## config.mk

```make
export PLATFORM = sky130hd
export DESIGN_NAME = lbp_window
export DESIGN_NICKNAME = d
export VERILOG_FILES = /design/src/design/lbp_pkg.sv /design/src/design/lbp_window.sv
export SDC_FILE = /design/constraint.sdc
export NUM_CORES = 1
export LEC_CHECK = 0
export ABC_AREA = 1
export CORE_MARGIN = 4
export CORE_UTILIZATION = 50
export CTS_BUF_LIST = sky130_fd_sc_hd__clkbuf_8
export CTS_CLUSTER_DIAMETER = 40
export CTS_CLUSTER_SIZE = 16
export DETAILED_ROUTE_END_ITERATION = 10
export DONT_BUFFER_PORTS = 1
export PLACE_DENSITY = 0.72
export SYNTH_ARGS = -nofsm -noshare
export SYNTH_HDL_FRONTEND = slang
export SYNTH_SLANG_ARGS = --single-unit
```

## constraint.sdc

```tcl
create_clock -name clock -period 2.6 [get_ports clock]
set_input_delay 0.26 -clock clock [delete_from_list [all_inputs] [get_ports clock]]
set_output_delay 0.26 -clock clock [all_outputs]
set_load 0.005 [all_outputs]
```

## src/design/lbp_pkg.sv

```systemverilog
// Shared types, constants and helpers for the 3x3 local binary pattern coder.
package lbp_pkg;

   // Line store geometry.
   localparam int MAX_WIDTH  = 1024;
   localparam int MAX_HEIGHT = 1024;
   localparam int COL_W      = $clog2(MAX_WIDTH);
   localparam int ROW_W      = $clog2(MAX_HEIGHT);

   // Field widths.
   localparam int PIXEL_W = 8;
   localparam int DIM_W   = 11;
   localparam int CODE_W  = 8;
   localparam int CSR_IDX_W = 2;

   // Register reset values and legal range.
   localparam logic [DIM_W-1:0] WIDTH_RESET  = DIM_W'(640);
   localparam logic [DIM_W-1:0] HEIGHT_RESET = DIM_W'(480);
   localparam logic [DIM_W-1:0] DIM_MIN      = DIM_W'(3);
   localparam logic [DIM_W-1:0] WIDTH_MAX    = DIM_W'(MAX_WIDTH);
   localparam logic [DIM_W-1:0] HEIGHT_MAX   = DIM_W'(MAX_HEIGHT);

   // Register indexes on the configuration port.
   typedef enum logic [CSR_IDX_W-1:0] {
      REG_IMAGE_WIDTH  = 2'd0,
      REG_IMAGE_HEIGHT = 2'd1
   } lbp_reg_type;

   // One result as it travels through the output queue.
   typedef struct packed {
      logic [CODE_W-1:0] pattern_code;
      logic              frame_last;
   } lbp_rsp_type;

   // Saturate a written dimension into [3, hi].
   function automatic logic [DIM_W-1:0] clamp_dim(input logic [DIM_W-1:0] v,
                                                  input logic [DIM_W-1:0] hi);
      logic [DIM_W-1:0] r;
      if (v < DIM_MIN) begin
         r = DIM_MIN;
      end else if (v > hi) begin
         r = hi;
      end else begin
         r = v;
      end
      return r;
   endfunction

endpackage

```

## src/design/lbp_window.sv

```systemverilog
// 3x3 pixel window and the comparison logic that forms the pattern code.
module lbp_window
   import lbp_pkg::*;
(
   input  logic               clock,
   input  logic               reset,
   input  logic               shift_en,
   input  logic [PIXEL_W-1:0] top_px,
   input  logic [PIXEL_W-1:0] mid_px,
   input  logic [PIXEL_W-1:0] bot_px,
   output logic [CODE_W-1:0]  pattern_code
);

   logic [3*PIXEL_W-1:0] top_row_ff, top_row_in;
   logic [3*PIXEL_W-1:0] mid_row_ff, mid_row_in;
   logic [3*PIXEL_W-1:0] bot_row_ff, bot_row_in;
   logic [PIXEL_W-1:0]   center;

   // Shift the new column in; the oldest column sits in the top byte.
   always_comb begin
      top_row_in = {top_row_ff[2*PIXEL_W-1:0], top_px};
      mid_row_in = {mid_row_ff[2*PIXEL_W-1:0], mid_px};
      bot_row_in = {bot_row_ff[2*PIXEL_W-1:0], bot_px};
   end

   always_ff @(posedge clock) begin
      if (reset) begin
         top_row_ff <= '0;
         mid_row_ff <= '0;
         bot_row_ff <= '0;
      end else if (shift_en) begin
         top_row_ff <= top_row_in;
         mid_row_ff <= mid_row_in;
         bot_row_ff <= bot_row_in;
      end
   end

   // Compare the center against its eight neighbors, clockwise from top-left.
   always_comb begin
      center = mid_row_in[2*PIXEL_W-1:PIXEL_W];
      pattern_code[0] = center <= top_row_in[3*PIXEL_W-1:2*PIXEL_W];
      pattern_code[1] = center <= top_row_in[2*PIXEL_W-1:PIXEL_W];
      pattern_code[2] = center <= top_row_in[PIXEL_W-1:0];
      pattern_code[3] = center <= mid_row_in[PIXEL_W-1:0];
      pattern_code[4] = center <= bot_row_in[PIXEL_W-1:0];
      pattern_code[5] = center <= bot_row_in[2*PIXEL_W-1:PIXEL_W];
      pattern_code[6] = center <= bot_row_in[3*PIXEL_W-1:2*PIXEL_W];
      pattern_code[7] = center <= mid_row_in[3*PIXEL_W-1:2*PIXEL_W];
   end

endmodule

```

==> results.sh, run 1 <==
export IMPL_synth_seq_cells=48
export IMPL_ios=35
export IMPL_p_per_area_nw_per_um2=524
export IMPL_placed_area_um2=3500
export IMPL_worstPathArrival_ns=1.81
export IMPL_finalSetupViolations=0
export IMPL_final_core_util_pct=53.9
export IMPL_viasPerCell=5.05
export IMPL_hold_ws_ns=0.0175
export IMPL_p_leak_nw=1.82
export IMPL_cts_setup_buffers=0
export IMPL_total_power_mw=1.92
export IMPL_cp_end_kind="output pin"
export IMPL_syn_inst=446
export IMPL_period_share_pct=79.8
export IMPL_placed_cells=526
export IMPL_row_count=30
export IMPL_vias=2706
export IMPL_tightest_slew_ns=0.660
export IMPL_fin_setup_tns_ns=0
export IMPL_drv_cap=0
export IMPL_syn_num_nets=537
export IMPL_core_um2=6790
export IMPL_fin_ws_ns=0.526
export IMPL_die_w_um=91.7
export IMPL_synth_xor_area_share_pct=0
export IMPL_root_buffer="clkbuf_8"
export IMPL_area_growth_pct=4.68
export IMPL_clock_sinks=48
export IMPL_antenna_cells=0
export IMPL_grt_pass1_vias=2635
export IMPL_final_instance_count_excl_fill=536
export IMPL_drc_errors=0
export IMPL_skew_ns=0.00896
export IMPL_overflow=0
export IMPL_final_nets=530
export IMPL_netlist_area_um2=3500
export IMPL_syn_area_per_cell_um2=7.85
export IMPL_synth_top_family_by_area="adder cells"
export IMPL_place_gp_congestion=0.841
export IMPL_design_area_um2=3660
export IMPL_relSlewSlack_pct=55.9
export IMPL_routed_wl_um=7270
export IMPL_yosys_area_top_type="dfxtp_1"
export IMPL_post_dp_hpwl_um=4970
export IMPL_yosys_warnings=0
export IMPL_grt_max_degree=78
export IMPL_synth_simple_area_share_pct=18.2
export IMPL_preCtsSetupSlack_ns=0.871
export IMPL_htreeDepth=2
export IMPL_start_kind="flip-flop"
export IMPL_required_ns=2.34
export IMPL_die_h_um=91.7
export IMPL_ys_seq_area_share_pct=27.5
export IMPL_synth_top_cells_by_area="dfxtp_1, ha_1, a211oi_2"
export IMPL_synth_top_area_share_pct=27.5
export IMPL_start_util_pct=51.5
export IMPL_grt_pass1_wl_um=12200
export IMPL_finalHoldViolCount=0
export IMPL_synthAdderAreaFrac_pct=22.9
export IMPL_clk_pin_slew_ns=0.10
export IMPL_period_minus_slack_ns=2.07
export IMPL_fmax_mhz=482
export IMPL_antenna_left=0
export IMPL_grt_usage_pct=18.0
export IMPL_dieArea_um2=8400
export IMPL_synth_compound_gate_area_share_pct=19.2
export IMPL_crit_fanout=10
export IMPL_ir_worst_vdd_v=0.000330
export IMPL_clk_path_buf_depth=2
export IMPL_drv_slew=0
export IMPL_antenna_found_initial=0
export IMPL_hold_path_class="input port to flip-flop"
export IMPL_rsz0062_at_grt="false"
export IMPL_wl_per_cell_um=13.6
export IMPL_worstSetupPathType="flip-flop to output pin"
export IMPL_synthMuxAreaShare_pct=0
export IMPL_first_iter_violations=110
export IMPL_status="finished clean"
export IMPL_cts_tree="done"
export IMPL_synth_cell_types=14
export IMPL_port_buffers=0
export IMPL_firstDrtPassIters=4
export IMPL_clk_latency_ns=0.31
export IMPL_layout_drive_gt1_share_pct=10.2
export IMPL_cts_buffers=5
## synth_stat cells, drive strengths merged
| library cell | number |
|---|---|
| nand2 | 88 |
| inv | 82 |
| nor2 | 68 |
| ha | 64 |
| dfxtp | 48 |
| a211oi | 44 |
| a21oi | 20 |
| buf | 15 |
| a21o | 8 |
| nand4 | 8 |
| clkbuf | 1 |
## power breakdown
group / switching, mW / internal, mW / leakage, nW
combinational: 0.247 / 0.179 / 1.35
clock: 0.271 / 0.387 / 0.0687
sequential: 0.0502 / 0.783 / 0.398
## metal layers
layer  track usage, %  vias up  share of wire [%]
li1                 -     1436                  -
met1             23.8     1207                 49
met2             29.0       49                 45
met3             3.77       14                3.7
met4             5.90        0                1.8
met5                0        -                  0
## what timing repair did
action / in CTS / in global routing
endpoints found under the setup margin: 0 / 0
resized for setup: 0 / 0
endpoints found under the hold margin: 0 / 24
hold buffers: 0 / 2
## final timing paths
check / startpoint / endpoint / slack, ns / depth (start not counted)
worst max register to register: mid_row_ff[4]$_SDFFE_PP0P_ / mid_row_ff[12]$_SDFFE_PP0P_ / 1.55 / 2
worst min register to register: top_row_ff[8]$_SDFFE_PP0P_ / top_row_ff[8]$_SDFFE_PP0P_ / 0.47 / 2
worst min-delay path: reset / bot_row_ff[0]$_SDFFE_PP0P_ / 0.02 / 1
worst max-delay path: mid_row_ff[5]$_SDFFE_PP0P_ / pattern_code[2] / 0.53 / 6
## flip-flops by register name, summed over array words and instances (netlist names)
| signal | cells |
|---|---|
| bot_row_ff | 16 |
| top_row_ff | 16 |
| mid_row_ff | 16 |
## cells in the final DEF, fill, tap and decap left out
cell,synthesis,final
dfxtp_1,48,48
a21oi_1,20,20
dlygate4sd3_1,0,1
bufinv_16,0,2
buf_12,0,1
nand2_1,88,88
nor2_1,68,68
inv_6,0,1
a211oi_2,36,36
a21o_1,8,8
ha_1,64,64
nand4_1,8,8
clkbuf_8,0,5
inv_1,82,82
a211oi_1,8,8
## worst max-delay path, cell delays in order, from the launching register on
cell and delay (ns):
dfxtp_1 0.69, ha_1 0.35, a21oi_1 0.14, nor2_1 0.06, nor2_1 0.12, nand2_1 0.07, nand2_1 0.08
## kinds of logic (layout without fill, tap and decap cells)
logic type / Yosys count / after routing
flip-flops: 48 / 48
adder cells (fa/ha/maj): 64 / 64
buffers and inverters: 98 / 92
AND/OR/NAND/NOR: 164 / 164
AO/OA/AOI/OAI: 72 / 72
## area by class of cell
type / count / area, µm²
Fill cell: 641 / 3130
Sequential cell: 48 / 961
Timing Repair Buffer: 2 / 30.0
Multi-Input combinational cell: 300 / 2110
Clock inverter: 3 / 68.8
Tap cell: 96 / 120
Clock buffer: 5 / 68.8
Inverter: 82 / 308
No activity file was read; power rests on OpenSTA's default activity.
==> run 2: changes to the inputs <==
==> constraint.sdc (replaced) <==
create_clock -name clock -period 2.07 [get_ports clock]
set_input_delay 0.207 -clock clock [delete_from_list [all_inputs] [get_ports clock]]
set_output_delay 0.207 -clock clock [all_outputs]
set_load 0.005 [all_outputs]
==> run 2 against run 1 <==
Combinational power increased by 34%. Critical path depth is 2 higher. Clock-buffer cell count increased by 1. Final area increased by 0.65%. Largest power group unchanged. Register-to-register slack got worse by 0.53 ns. Wire length up 2.5%. Via count increased by 2.0%.
==> results.sh, run 2 (synthesized netlist as in run 1, its figures left out) <==
export IMPL_final_common_cell="nand2_1"
export IMPL_place_gp_congestion=0.841
export IMPL_crit_fanout=10
export IMPL_slowest_stage="dfxtp_1"
export IMPL_antenna_found_initial=0
export IMPL_fin_setup_tns_ns=0
export IMPL_tightest_slew_ns=0.647
export IMPL_cpPeakStageDelay_ns=0.62
export IMPL_start_kind="flip-flop"
export IMPL_drv_slew=0
export IMPL_mostFrequentLayoutCells="nand2_1, inv_1, nor2_1"
export IMPL_fillers=643
export IMPL_htreeDepth=2
export IMPL_cts_setup_buffers=0
export IMPL_grt_usage_pct=18.5
export IMPL_die_w_um=91.7
export IMPL_die_h_um=91.7
export IMPL_start_util_pct=51.5
export IMPL_cp_end_kind="output pin"
export IMPL_core_um2=6790
export IMPL_finalSetupViolations=0
export IMPL_period_share_pct=92.1
export IMPL_grt_pass1_wl_um=12500
export IMPL_hp_start="top_px[0]"
export IMPL_required_ns=1.86
export IMPL_clock_sinks=48
export IMPL_cts_tree="done"
export IMPL_ir_worst_vdd_v=0.000333
export IMPL_reg_top3="bot_row_ff: 16 flops, mid_row_ff: 16 flops, top_row_ff: 16 flops"
export IMPL_firstDrtPassIters=4
export IMPL_holdPathEnd="top_row_ff[0]$_SDFFE_PP0P_"
export IMPL_min_path_cells=2
export IMPL_ios=35
export IMPL_overflow=0
export IMPL_r2r_start="mid_row_ff[4]$_SDFFE_PP0P_"
export IMPL_viasPerCell=5.14
export IMPL_total_power_mw=2.35
export IMPL_row_count=30
export IMPL_port_buffers=0
export IMPL_grt_max_degree=49
export IMPL_p_per_area_nw_per_um2=638
export IMPL_clk_path_buf_depth=2
export IMPL_dieArea_um2=8400
export IMPL_r2r_end="mid_row_ff[12]$_SDFFE_PP0P_"
export IMPL_worstSetupPathType="flip-flop to output pin"
export IMPL_p_leak_nw=1.83
export IMPL_antenna_left=0
export IMPL_finalHoldViolCount=0
export IMPL_r2r_cells=2
export IMPL_path_cells="ha_1 > nand2_1 > inv_1 > nand2_1 > nand2_1 > nand2_1 > nand2_1 > nand2_1"
export IMPL_cp_common_cell="nand2_1"
export IMPL_drv_cap=0
export IMPL_first_iter_violations=147
export IMPL_final_core_util_pct=54.3
export IMPL_preCtsSetupSlack_ns=0.393
export IMPL_area_growth_pct=5.36
export IMPL_rsz0062_at_grt="false"
export IMPL_fmax_mhz=524
export IMPL_crit_start="mid_row_ff[3]$_SDFFE_PP0P_"
export IMPL_relSlewSlack_pct=56.8
export IMPL_cts_buffers=5
export IMPL_period_minus_slack_ns=1.91
export IMPL_hold_path_class="input port to flip-flop"
export IMPL_layout_drive_gt1_share_pct=11.3
export IMPL_clk_latency_ns=0.31
export IMPL_grt_pass1_vias=2697
export IMPL_vias=2760
export IMPL_wl_per_cell_um=13.9
export IMPL_drc_errors=0
export IMPL_root_buffer="clkbuf_8"
export IMPL_status="finished clean"
export IMPL_antenna_cells=0
export IMPL_skew_ns=0.00830
export IMPL_clk_pin_slew_ns=0.10
export IMPL_fin_ws_ns=0.163
export IMPL_reg2reg_slack_ns=1.02
export IMPL_routed_wl_um=7450
export IMPL_final_nets=531
export IMPL_worstPathArrival_ns=1.70
export IMPL_post_dp_hpwl_um=5020
[run 2: report_power, final]
| group | switching, mW | leakage [nW] | internal, mW |
|---|---|---|---|
| Clock | 0.341 | 0.0614 | 0.396 |
| Sequential | 0.0632 | 0.399 | 0.985 |
| Combinational | 0.336 | 1.37 | 0.232 |
[run 2: how the worst max path moves through the flow]
stage                            endpoint  slack [ns]  cells after the start
after global routing      pattern_code[0]        0.02                      8
after CTS                 pattern_code[2]        0.04                      6
after floorplan           pattern_code[0]        0.75                      5
after global placement    pattern_code[5]        0.44                      6
final                     pattern_code[5]        0.16                      8
after detailed placement  pattern_code[2]        0.39                      6
[run 2: metrics by stage]
stage / cells / instance area, µm² / hold WS [ns]
floorplan: 446 / 3500 / 0.354
global placement: 526 / 3500 / 0.286
detailed placement: 526 / 3500 / 0.287
CTS: 537 / 3680 / 0.0174
global route: 537 / 3690 / 0.0247
finish: 537 / 3690 / 0.0276
[run 2: critical path, delay by kind of cell (launching register included)]
kind | cells | cell delay, ns
DFF | 1 | 0.62
and+or+nand+nor | 6 | 0.37
adders and majority gates | 1 | 0.35
buffers and inverters | 1 | 0.05
[run 2: repair_timing]
item                                   4_1_cts  5_1_grt
endpoints found under the hold margin       48        0
setup endpoints to repair                    0        8
resized for setup                            0        4
hold buffers                                 3        0
[run 2: routing by layer]
layer	up-vias	share of wire (%)	GRT usage (%)
met1	1274	49	24.5
met5	-	0	0
li1	1434	-	-
met2	43	47	30.4
met4	0	1.3	5.90
met3	9	2.5	3.28
[run 2: final cells by class]
| class | count | area (µm²) | area share [%] |
|---|---|---|---|
| Clock buffer | 6 | 82.6 | 2.24 |
| Inverter | 82 | 308 | 8.35 |
| Multi-Input combinational cell | 300 | 2110 | 57.1 |
| Clock inverter | 2 | 38.8 | 1.05 |
| Sequential cell | 48 | 966 | 26.2 |
| Tap cell | 96 | 120 | 3.26 |
| Timing Repair Buffer | 3 | 65.1 | 1.76 |
