### config.mk
export PLATFORM = sky130hd
export DESIGN_NAME = lbp_rsp_fifo
export DESIGN_NICKNAME = d
export VERILOG_FILES = /design/src/design/lbp_pkg.sv /design/src/design/lbp_rsp_fifo.sv
export SDC_FILE = /design/constraint.sdc
export NUM_CORES = 1
export LEC_CHECK = 0
export BUFFER_PORTS_ARGS = -buffer_cell sky130_fd_sc_hd__buf_2
export CORE_UTILIZATION = 53
export DETAILED_ROUTE_END_ITERATION = 8
export PLACE_DENSITY = 0.8
export SLEW_MARGIN = 40
export SYNTH_ARGS = -nofsm -noshare
export SYNTH_HDL_FRONTEND = slang
export SYNTH_SLANG_ARGS = --single-unit
### constraint.sdc
create_clock -name clock -period 2.65 [get_ports clock]
set_input_delay 0.265 -clock clock [delete_from_list [all_inputs] [get_ports clock]]
set_output_delay 0.265 -clock clock [all_outputs]
set_load 0.03 [all_outputs]
### src/design/lbp_pkg.sv
// Shared types, constants and helpers for the 3x3 local binary pattern coder.
package lbp_pkg;

   // Line store geometry.
   localparam int MAX_WIDTH  = 1024;
   localparam int MAX_HEIGHT = 1024;
   localparam int COL_W      = $clog2(MAX_WIDTH);
   localparam int ROW_W      = $clog2(MAX_HEIGHT);

   // Field widths.
   localparam int PIXEL_W = 8;
   localparam int DIM_W   = 11;
   localparam int CODE_W  = 8;
   localparam int CSR_IDX_W = 2;

   // Register reset values and legal range.
   localparam logic [DIM_W-1:0] WIDTH_RESET  = DIM_W'(640);
   localparam logic [DIM_W-1:0] HEIGHT_RESET = DIM_W'(480);
   localparam logic [DIM_W-1:0] DIM_MIN      = DIM_W'(3);
   localparam logic [DIM_W-1:0] WIDTH_MAX    = DIM_W'(MAX_WIDTH);
   localparam logic [DIM_W-1:0] HEIGHT_MAX   = DIM_W'(MAX_HEIGHT);

   // Register indexes on the configuration port.
   typedef enum logic [CSR_IDX_W-1:0] {
      REG_IMAGE_WIDTH  = 2'd0,
      REG_IMAGE_HEIGHT = 2'd1
   } lbp_reg_type;

   // One result as it travels through the output queue.
   typedef struct packed {
      logic [CODE_W-1:0] pattern_code;
      logic              frame_last;
   } lbp_rsp_type;

   // Saturate a written dimension into [3, hi].
   function automatic logic [DIM_W-1:0] clamp_dim(input logic [DIM_W-1:0] v,
                                                  input logic [DIM_W-1:0] hi);
      logic [DIM_W-1:0] r;
      if (v < DIM_MIN) begin
         r = DIM_MIN;
      end else if (v > hi) begin
         r = hi;
      end else begin
         r = v;
      end
      return r;
   endfunction

endpackage

### src/design/lbp_rsp_fifo.sv
// Three-entry result queue between the window logic and the response port.
module lbp_rsp_fifo
   import lbp_pkg::*;
(
   input  logic        clock,
   input  logic        reset,
   input  logic        push,
   input  lbp_rsp_type push_data,
   output logic        pop_valid,
   input  logic        pop_ready,
   output lbp_rsp_type pop_data,
   output logic [1:0]  count
);

   localparam logic [1:0] LAST_SLOT = 2'd2;

   lbp_rsp_type  slot_ff [3];
   logic [1:0]   wr_ptr_ff, wr_ptr_in;
   logic [1:0]   rd_ptr_ff, rd_ptr_in;
   logic [1:0]   count_ff, count_in;
   logic         pop;

   assign pop       = pop_valid && pop_ready;
   assign pop_valid = count_ff != 2'd0;
   assign pop_data  = slot_ff[rd_ptr_ff];
   assign count     = count_ff;

   // Pointer and fill bookkeeping, pointers wrap after the third slot.
   always_comb begin
      wr_ptr_in = wr_ptr_ff;
      rd_ptr_in = rd_ptr_ff;
      if (push) begin
         wr_ptr_in = (wr_ptr_ff == LAST_SLOT) ? 2'd0 : wr_ptr_ff + 2'd1;
      end
      if (pop) begin
         rd_ptr_in = (rd_ptr_ff == LAST_SLOT) ? 2'd0 : rd_ptr_ff + 2'd1;
      end
      count_in = count_ff + {1'b0, push} - {1'b0, pop};
   end

   always_ff @(posedge clock) begin
      if (reset) begin
         wr_ptr_ff <= '0;
         rd_ptr_ff <= '0;
         count_ff  <= '0;
      end else begin
         wr_ptr_ff <= wr_ptr_in;
         rd_ptr_ff <= rd_ptr_in;
         count_ff  <= count_in;
      end
   end

   // Storage.
   always_ff @(posedge clock) begin
      if (push) begin
         slot_ff[wr_ptr_ff] <= push_data;
      end
   end

endmodule

==> results of run 1 <==
==> area by class of cell <==
type	count	area share, %
inverters	2	0.487
multi-input cells	54	21.5
clock buffers	8	4.46
flip-flops and latches	35	63.0
repair buffers	25	8.28
well taps	28	2.27
==> synthesized netlist by cell type, drive strengths merged <==
master   n
nor2b    2
o21ai   11
or3b     1
or3      1
mux2i   10
buf      2
or2      1
nor2     5
a21oi    5
mux2     2
edfxtp  27
clkbuf   2
ha       1
dfxtp    8
nor3b    1
inv      2
nand2   14
==> logic make-up after synthesis <==
logic type / Yosys count
adders and majority gates: 1
buffers and inverters: 6
AOI/OAI and AO/OA: 16
DFF: 35
muxes: 12
and+or+nand+nor: 25
==> state kept, by name, summed over array words and instances, names as in the netlist, named ones only <==
register   count
slot_ff       27
count          2
rd_ptr_ff      2
wr_ptr_ff      2
==> per-stage QoR <==
step	utilization [%]	total power (W)	std cells	hold WS, ns
finish	67.7	0.00106	152	0.130
global route	67.7	0.00111	152	0.105
CTS	67.7	0.00108	152	0.108
detailed placement	64.7	0.000764	144	0.469
global placement	64.7	0.000760	144	0.464
floorplan	-	0.000723	95	0.364
==> final timing paths <==
check | startpoint | to | cells past startpoint
worst max-delay path | flop | pop_data[5] | 3
worst min-delay path | push_data[1] | slot_ff[1][1] | 1
worst max register to register | wr_ptr_ff[0] | slot_ff[1][8] | 2
worst min register to register | rd_ptr_ff[0] | rd_ptr_ff[0] | 2
==> worst max-delay path, delay by kind of cell (launching register included) <==
family / cells / cell delay, ns
multiplexers: 1 / 0.14
AO/OA/AOI/OAI: 1 / 0.17
buffers and inverters: 1 / 0.22
flip-flops: 1 / 0.66
==> per-layer routing <==
layer  up-vias  global-route usage, %  wire length (um)
met5         -                      0                 0
met4         0                   13.5                61
met3         6                   7.89               119
met2        23                   31.2              1010
met1       361                   17.5               792
li1        398                      -                 -
==> power by group <==
group | internal (W) | switching [W] | total, W
Sequential | 0.000617 | 0.0000158 | 0.000633
Combinational | 0.0000420 | 0.0000766 | 0.000119
Clock | 0.000156 | 0.000157 | 0.000313
==> results.md, run 1 <==
* Adder-Cell Fraction of Synth Area at less than 1%
* Core area at 2280 sq um
* CTS tree: yes
* R2r setup slk at 1.22 ns
* IO Count at 25
* GRT Util Overall at 18.5%
* Post_cts resized at 0
* Register area share after synthesis at ~73%
* Die H at 52.0 um
* Simple-Gate Fraction of Synth Area at 8.48%
* Fin crit period at 1.78 ns
* #FFs+latches synth at 35
* Post-synthesis mux area share at about 9.2%
* Post-CTS Hold Fix Bufs at 0
* Final net count at 137
* CP Launch Type: flop
* Initial Utilization at 58.3%
* Synth Area in XOR/XNOR at 0%
* Largest family of logic cells by synthesized area: multiplexers
* Clock skew at 0.00885 ns
* Area of the multi-input gates at roughly 330 sq um
* DR iter-0 viols at 12
* Warnings from Yosys at 0
* Ratio of final minimum period to clock period at 67.3%
* Leakage at 0.565 nW
* Final Routed Wirelength at a little under 2 mm
* PortBufs at 24
* TritonCTS Buffers at 5
* First-pass GRT wire length at 3.18 mm
* Final worst slack at between 0.8 and 0.9 ns
* Unrepaired setup endpoints after global routing: false
* Post-synthesis cell type count at 19
* CP max-delay cell: dfxtp_1
* Final HPWL DP at about 1.3 mm
* DRC at 0
* Pre-CTS worst setup slack at ~1.2 ns
* CP endpoint kind: primary output
* WL per Instance at 13.1 um
* Mean Syn Cell Area at 14.0 sq um
* Routability-driven placement congestion ratio at 0.639
* DRT Pass-1 Iters at 4
* Initial antenna violation count at 0
* Yosys top cell area share at 61.1%
* Avg Vias per Cell at 5.18
* Row cnt at 17
* DIE WIDTH at 52.0 um
* Slowest Stage Delay on Critical Path at 0.66 ns
* Die area at 2710 sq um
* Max_slew headroom at 50.3%
* Max_cap viols at 0
* Worst-case clock buffer depth at 2
* Vias at 788
* Sink Count at 35
* FF+latch area at 971 sq um
* Most common cell after layout, fill and taps aside: edfxtp_1
* Netlist Area Pre-Place at 1330 sq um
* Synth top area cells: edfxtp_1 61%, dfxtp_1 12%, mux2i_1 7.5%
* Placed cell areas at about 1500 sq um
* Layout cells sized above 1 at between 20 and 30%
* Max Slew Vio Count at 0
* CP max FO at 9
* WP data required at 2.38 ns
* Commonest cells after routing, fill and taps aside: 27 x edfxtp_1, 24 x buf_2, 14 x nand2_1, 10 x mux2i_1, 9 x o21ai_0
* Status: finished, final reports clean
* Power per Cell Area at 691 nW/um^2
* H-tree levels at 2
* Pin count of the biggest net entering global routing at 19
* Worst VDD drop at 0.000493 V
* Vias in the first global route at 755
* Synth Area in Compound Gates at between 6 and 7%
* Slew of the pin with the lowest slew margin at 0.743 ns
* Root Driver: clkbuf_4
* Final hold vios at 0
* Fmax at 560 MHz
* Crit Path Class: flop to primary output
* CP cell instances: mux2i_1, o21ai_0, buf_2
* DRT antenna net count at 0
* HP Class: input port to flop
* Overflow after GRT at 0
* Design area at 1540 sq um
* Syn Nets at 109
* Post-synth top area cell: edfxtp_1
* Setup bufs post-CTS at 0
* Layout Area Growth over Synthesis at 16.1%
* Critical path arrival at 1.52 ns
* Layout fillers at between 150 and 200
* ANT cells at 0
* Clk_lat worst skew at 0.33 ns
* Mapped Cells at 95
* Final Setup Violations at 0
* Post-Route Setup TNS at 0 ns
* Clock slew at reported path FFs at 0.10 ns
Note: power is estimated with default switching activity, not from simulation.
==> run 2, diff against run 1 <==
--- a/config.mk
+++ b/config.mk
@@ -5,10 +5,11 @@
 export SDC_FILE = /design/constraint.sdc
 export NUM_CORES = 1
 export LEC_CHECK = 0
+export ABC_AREA = 1
 export BUFFER_PORTS_ARGS = -buffer_cell sky130_fd_sc_hd__buf_2
-export CORE_UTILIZATION = 53
+export CORE_UTILIZATION = 48
 export DETAILED_ROUTE_END_ITERATION = 8
-export PLACE_DENSITY = 0.8
+export PLACE_DENSITY = 0.76
 export SLEW_MARGIN = 40
 export SYNTH_ARGS = -nofsm -noshare
 export SYNTH_HDL_FRONTEND = slang
==> constraint.sdc (replaced) <==
create_clock -name clock -period 1.5 [get_ports clock]
set_input_delay 0.15 -clock clock [delete_from_list [all_inputs] [get_ports clock]]
set_output_delay 0.15 -clock clock [all_outputs]
set_load 0.03 [all_outputs]
==> run 2 against run 1 <==
Critical path depth rose by 1. Combinational power rose to 2.5 times the previous value. Via count rose by 13%. Die area rose by 11%. Sequential cell count did not move. Power rose by 95%. First-iteration DRC count rose by 67%. Routed wire length rose by 11%. Synthesized area rose by 0.75%. Sequential power rose by 77%. Synthesized cell count rose by 21%. Critical path type unchanged. Highest routed layer unchanged.
==> results.md, run 2 <==
* Commonest cells after routing, fill and taps aside: 27 x edfxtp_1, 23 x buf_2, 21 x a21oi_1, 18 x nor2_1, 17 x nand2_1 (was 27 x edfxtp_1, 24 x buf_2, 14 x nand2_1, 10 x mux2i_1, 9 x o21ai_0)
* DRT antenna net count at 0 (unchanged)
* Synth top cells by count: 27 x edfxtp_1, 21 x a21oi_1, 18 x nor2_1 (was 27 x edfxtp_1, 14 x nand2_1, 10 x mux2i_1)
* DR iter-0 viols at 20 (was 12)
* CP max FO at 10 (was 9)
* Fin crit period at 1.43 ns
* #FFs+latches synth at 35 (unchanged)
* Clock skew at 0.00707 ns (was 0.00885 ns)
* Pin count of the biggest net entering global routing at 13 (was 19)
* Max_cap viols at 0 (unchanged)
* Pint at 0.00154 W (was 0.000815 W)
* End-of-flow core utilization at 61.7% (was 67.7%)
* Most frequent cell after synthesis: edfxtp_1 (unchanged)
* PortBufs at 24 (unchanged)
* Layout cells sized above 1 at 26.0% (was 29.0%)
* CTS tree: yes (unchanged)
* Worst-case clock buffer depth at 2 (unchanged)
* Die area at 3000 sq um (was 2710 sq um)
* Setup bufs post-CTS at 0 (unchanged)
* WL per Instance at 12.5 um (was 13.1 um)
* Switching Share at 25.9% (was 23.5%)
* ANT cells at 0 (unchanged)
* Ratio of final minimum period to clock period at 95.2%
* Final Routed Wirelength at 2.21 mm (was 1.98 mm)
* Yosys top cell area share at 60.6% (was 61.1%)
* Clock slew at reported path FFs at 0.10 ns (about the same)
* Routability-driven placement congestion ratio at 0.734 (was 0.639)
* Warnings from Yosys at 0 (unchanged)
* Crit Path Class: flop to primary output (unchanged)
* Layout Area Growth over Synthesis at 17.3% (was 16.1%)
* Main synth FF type: edfxtp_1 (unchanged)
* Final net count at 159 (was 137)
* CP endpoint kind: primary output (unchanged)
* Initial antenna violation count at 0 (unchanged)
* Max Slew Vio Count at 0 (unchanged)
* Worst VDD drop at 0.000822 V (was 0.000493 V)
* Mean Syn Cell Area at 11.6 sq um (was 14.0 sq um)
* Avg Vias per Cell at 5.05 (was 5.18)
* Core area at 2540 sq um (was 2280 sq um)
* Mapped Cells at 115 (was 95)
* WHS at 0.0111 ns (was 0.130 ns)
* Synth top area cells: edfxtp_1 61%, dfxtp_1 12%, a21oi_1 7.9% (was edfxtp_1 61%, dfxtp_1 12%, mux2i_1 7.5%)
* Row cnt at 18 (was 17)
* Routing usage on met1 at 17.8% (was 17.5%)
* Post-CTS Hold Fix Bufs at 0 (unchanged)
* Met2 Usage GRT at 28.9% (was 31.2%)
* Logic pwr share at 14.4% (was 11.1%)
* Final Setup Violations at 0 (unchanged)
* Sequential power share at 54.2% (was 59.4%)
* Final hold vios at 0 (unchanged)
* Die H at 54.8 um (was 52.0 um)
* Async SR Flop Fraction at 0% (unchanged)
* H-tree levels at 2 (unchanged)
* Post-synthesis cell type count at 15 (was 19)
* DRC at 0 (unchanged)
* Clk_lat worst skew at 0.32 ns (was 0.33 ns)
* Top reg by flops: slot_ff (unchanged)
* Register area share after synthesis at 72.6% (was 73.1%)
* Root Driver: clkbuf_4 (unchanged)
* Status: finished, final reports clean (unchanged)
* Post-synth top area cell: edfxtp_1 (unchanged)
* Cell total after placement at 168 (was 144)
* Overflow after GRT at 0 (unchanged)
* Post-Route Setup TNS at 0 ns (unchanged)
* Leakage at 0.646 nW (was 0.565 nW)
* TritonCTS Buffers at 5 (unchanged)
* First-pass GRT wire length at 3.27 mm (was 3.18 mm)
* Netlist Area Pre-Place at 1340 sq um (was 1330 sq um)
* Power per Cell Area at 1320 nW/um^2 (was 691 nW/um^2)
* CP Launch Type: flop (unchanged)
* WP data required at 1.35 ns (was 2.38 ns)
* Most common cell after layout, fill and taps aside: edfxtp_1 (unchanged)
* HP Class: input port to flop (unchanged)
* Max_slew headroom at 75.1% (was 50.3%)
* Fmax at 701 MHz
* IO Count at 25 (unchanged)
* DRT Pass-1 Iters at 4 (unchanged)
* Syn Nets at 129 (was 109)
* Vias at 889 (was 788)
* Sink Count at 35 (unchanged)
* Max reg flops at 27 (unchanged)
* Initial Utilization at 52.6% (was 58.3%)
* Vias in the first global route at 779 (was 755)
* Slew of the pin with the lowest slew margin at 0.373 ns (was 0.743 ns)
* Final HPWL DP at 1.59 mm (was 1.31 mm)
* Critical path arrival at 1.28 ns (was 1.52 ns)
* Clock power share at 31.4% (was 29.4%)
* Net Sw Power at 0.000538 W (was 0.000250 W)
* DIE WIDTH at 54.8 um (was 52.0 um)
* Met3 Usage GRT at 5.56% (was 7.89%)
* GRT Util Overall at 16.6% (was 18.5%)
* Final std cells w/o fill at 176 (was 152)
* GR peak layer: met2 (unchanged)
* Post-synth EDFFs at 27 (unchanged)
run 2: cell count changes after synthesis, moves of 2 or more:
cell,delta
nor2b_1,-2
nor2_1,+13
clkbuf_1,-2
buf_6,+2
inv_1,+8
mux2i_1,-10
buf_2,-2
mux2_2,-2
o21ai_0,-8
a21oi_1,+16
nand2_1,+3
nand3_1,+5
run 2: path summary, 6_finish.rpt:
| check | start | to | slack [ns] | cells past startpoint |
|---|---|---|---|---|
| worst max-delay path | flop | pop_data[7] | 0.07 | 4 |
| worst min-delay path | reset | wr_ptr_ff[0] | 0.01 | 2 |
| worst max register to register | count[0] | count[1] | 0.36 | 6 |
| worst min register to register | wr_ptr_ff[1] | wr_ptr_ff[1] | 0.49 | 2 |
run 2: kinds of logic (layout without fill, tap and decap cells):
family	count (synthesis)	in the layout	synth area share (%)
AO/OA/AOI/OAI	23	23	8.79
flip-flops	35	35	72.6
adder cells (fa/ha/maj)	1	1	0.935
AND/OR/NAND/NOR	42	42	12.5
buffers and inverters	14	45	5.14
run 2: cell type report:
type | count | area (sq um)
Clock buffer | 5 | 37.5
Clock inverter | 3 | 43.8
Fill cell | 204 | 976
Inverter | 12 | 46.3
Multi-Input combinational cell | 66 | 298
Sequential cell | 35 | 976
Tap cell | 30 | 37.5
Timing Repair Buffer | 25 | 130
run 2: critical path: stages, from the launching register on:
cell and delay, ns:
dfxtp_2 0.39, inv_2 0.17, nor2_1 0.06, a21oi_1 0.12, buf_2 0.22
run 2: per-stage QoR:
stage / power, W / cell area, sq um / setup slack, ns
after floorplan: 0.00135 / 1340 / 0.0382
after global placement: 0.00144 / 1480 / 0.306
after CTS: 0.00209 / 1560 / 0.0543
after detailed placement: 0.00145 / 1480 / 0.279
after global routing: 0.00216 / 1570 / -0.000628
final: 0.00208 / 1570 / 0.0727
run 2: power groups by stage:
stage	Combinational (W)	Clock, W	Sequential [W]
floorplan	0.000215	0	0.00114
global placement	0.000293	0	0.00114
detailed placement	0.000301	0	0.00115
CTS	0.000302	0.000663	0.00112
global route	0.000331	0.000701	0.00113
finish	0.000300	0.000651	0.00112
run 2: metal layers:
metal	wire length [um]	up-vias
li1	-	452
met4	36	0
met3	114	5
met5	0	-
met2	1160	20
met1	900	412
run 2: what timing repair did:
item                                    in CTS  in global routing
gates cloned                                 0                  0
gates resized for setup                      2                  2
endpoints found under the setup margin       9                  7
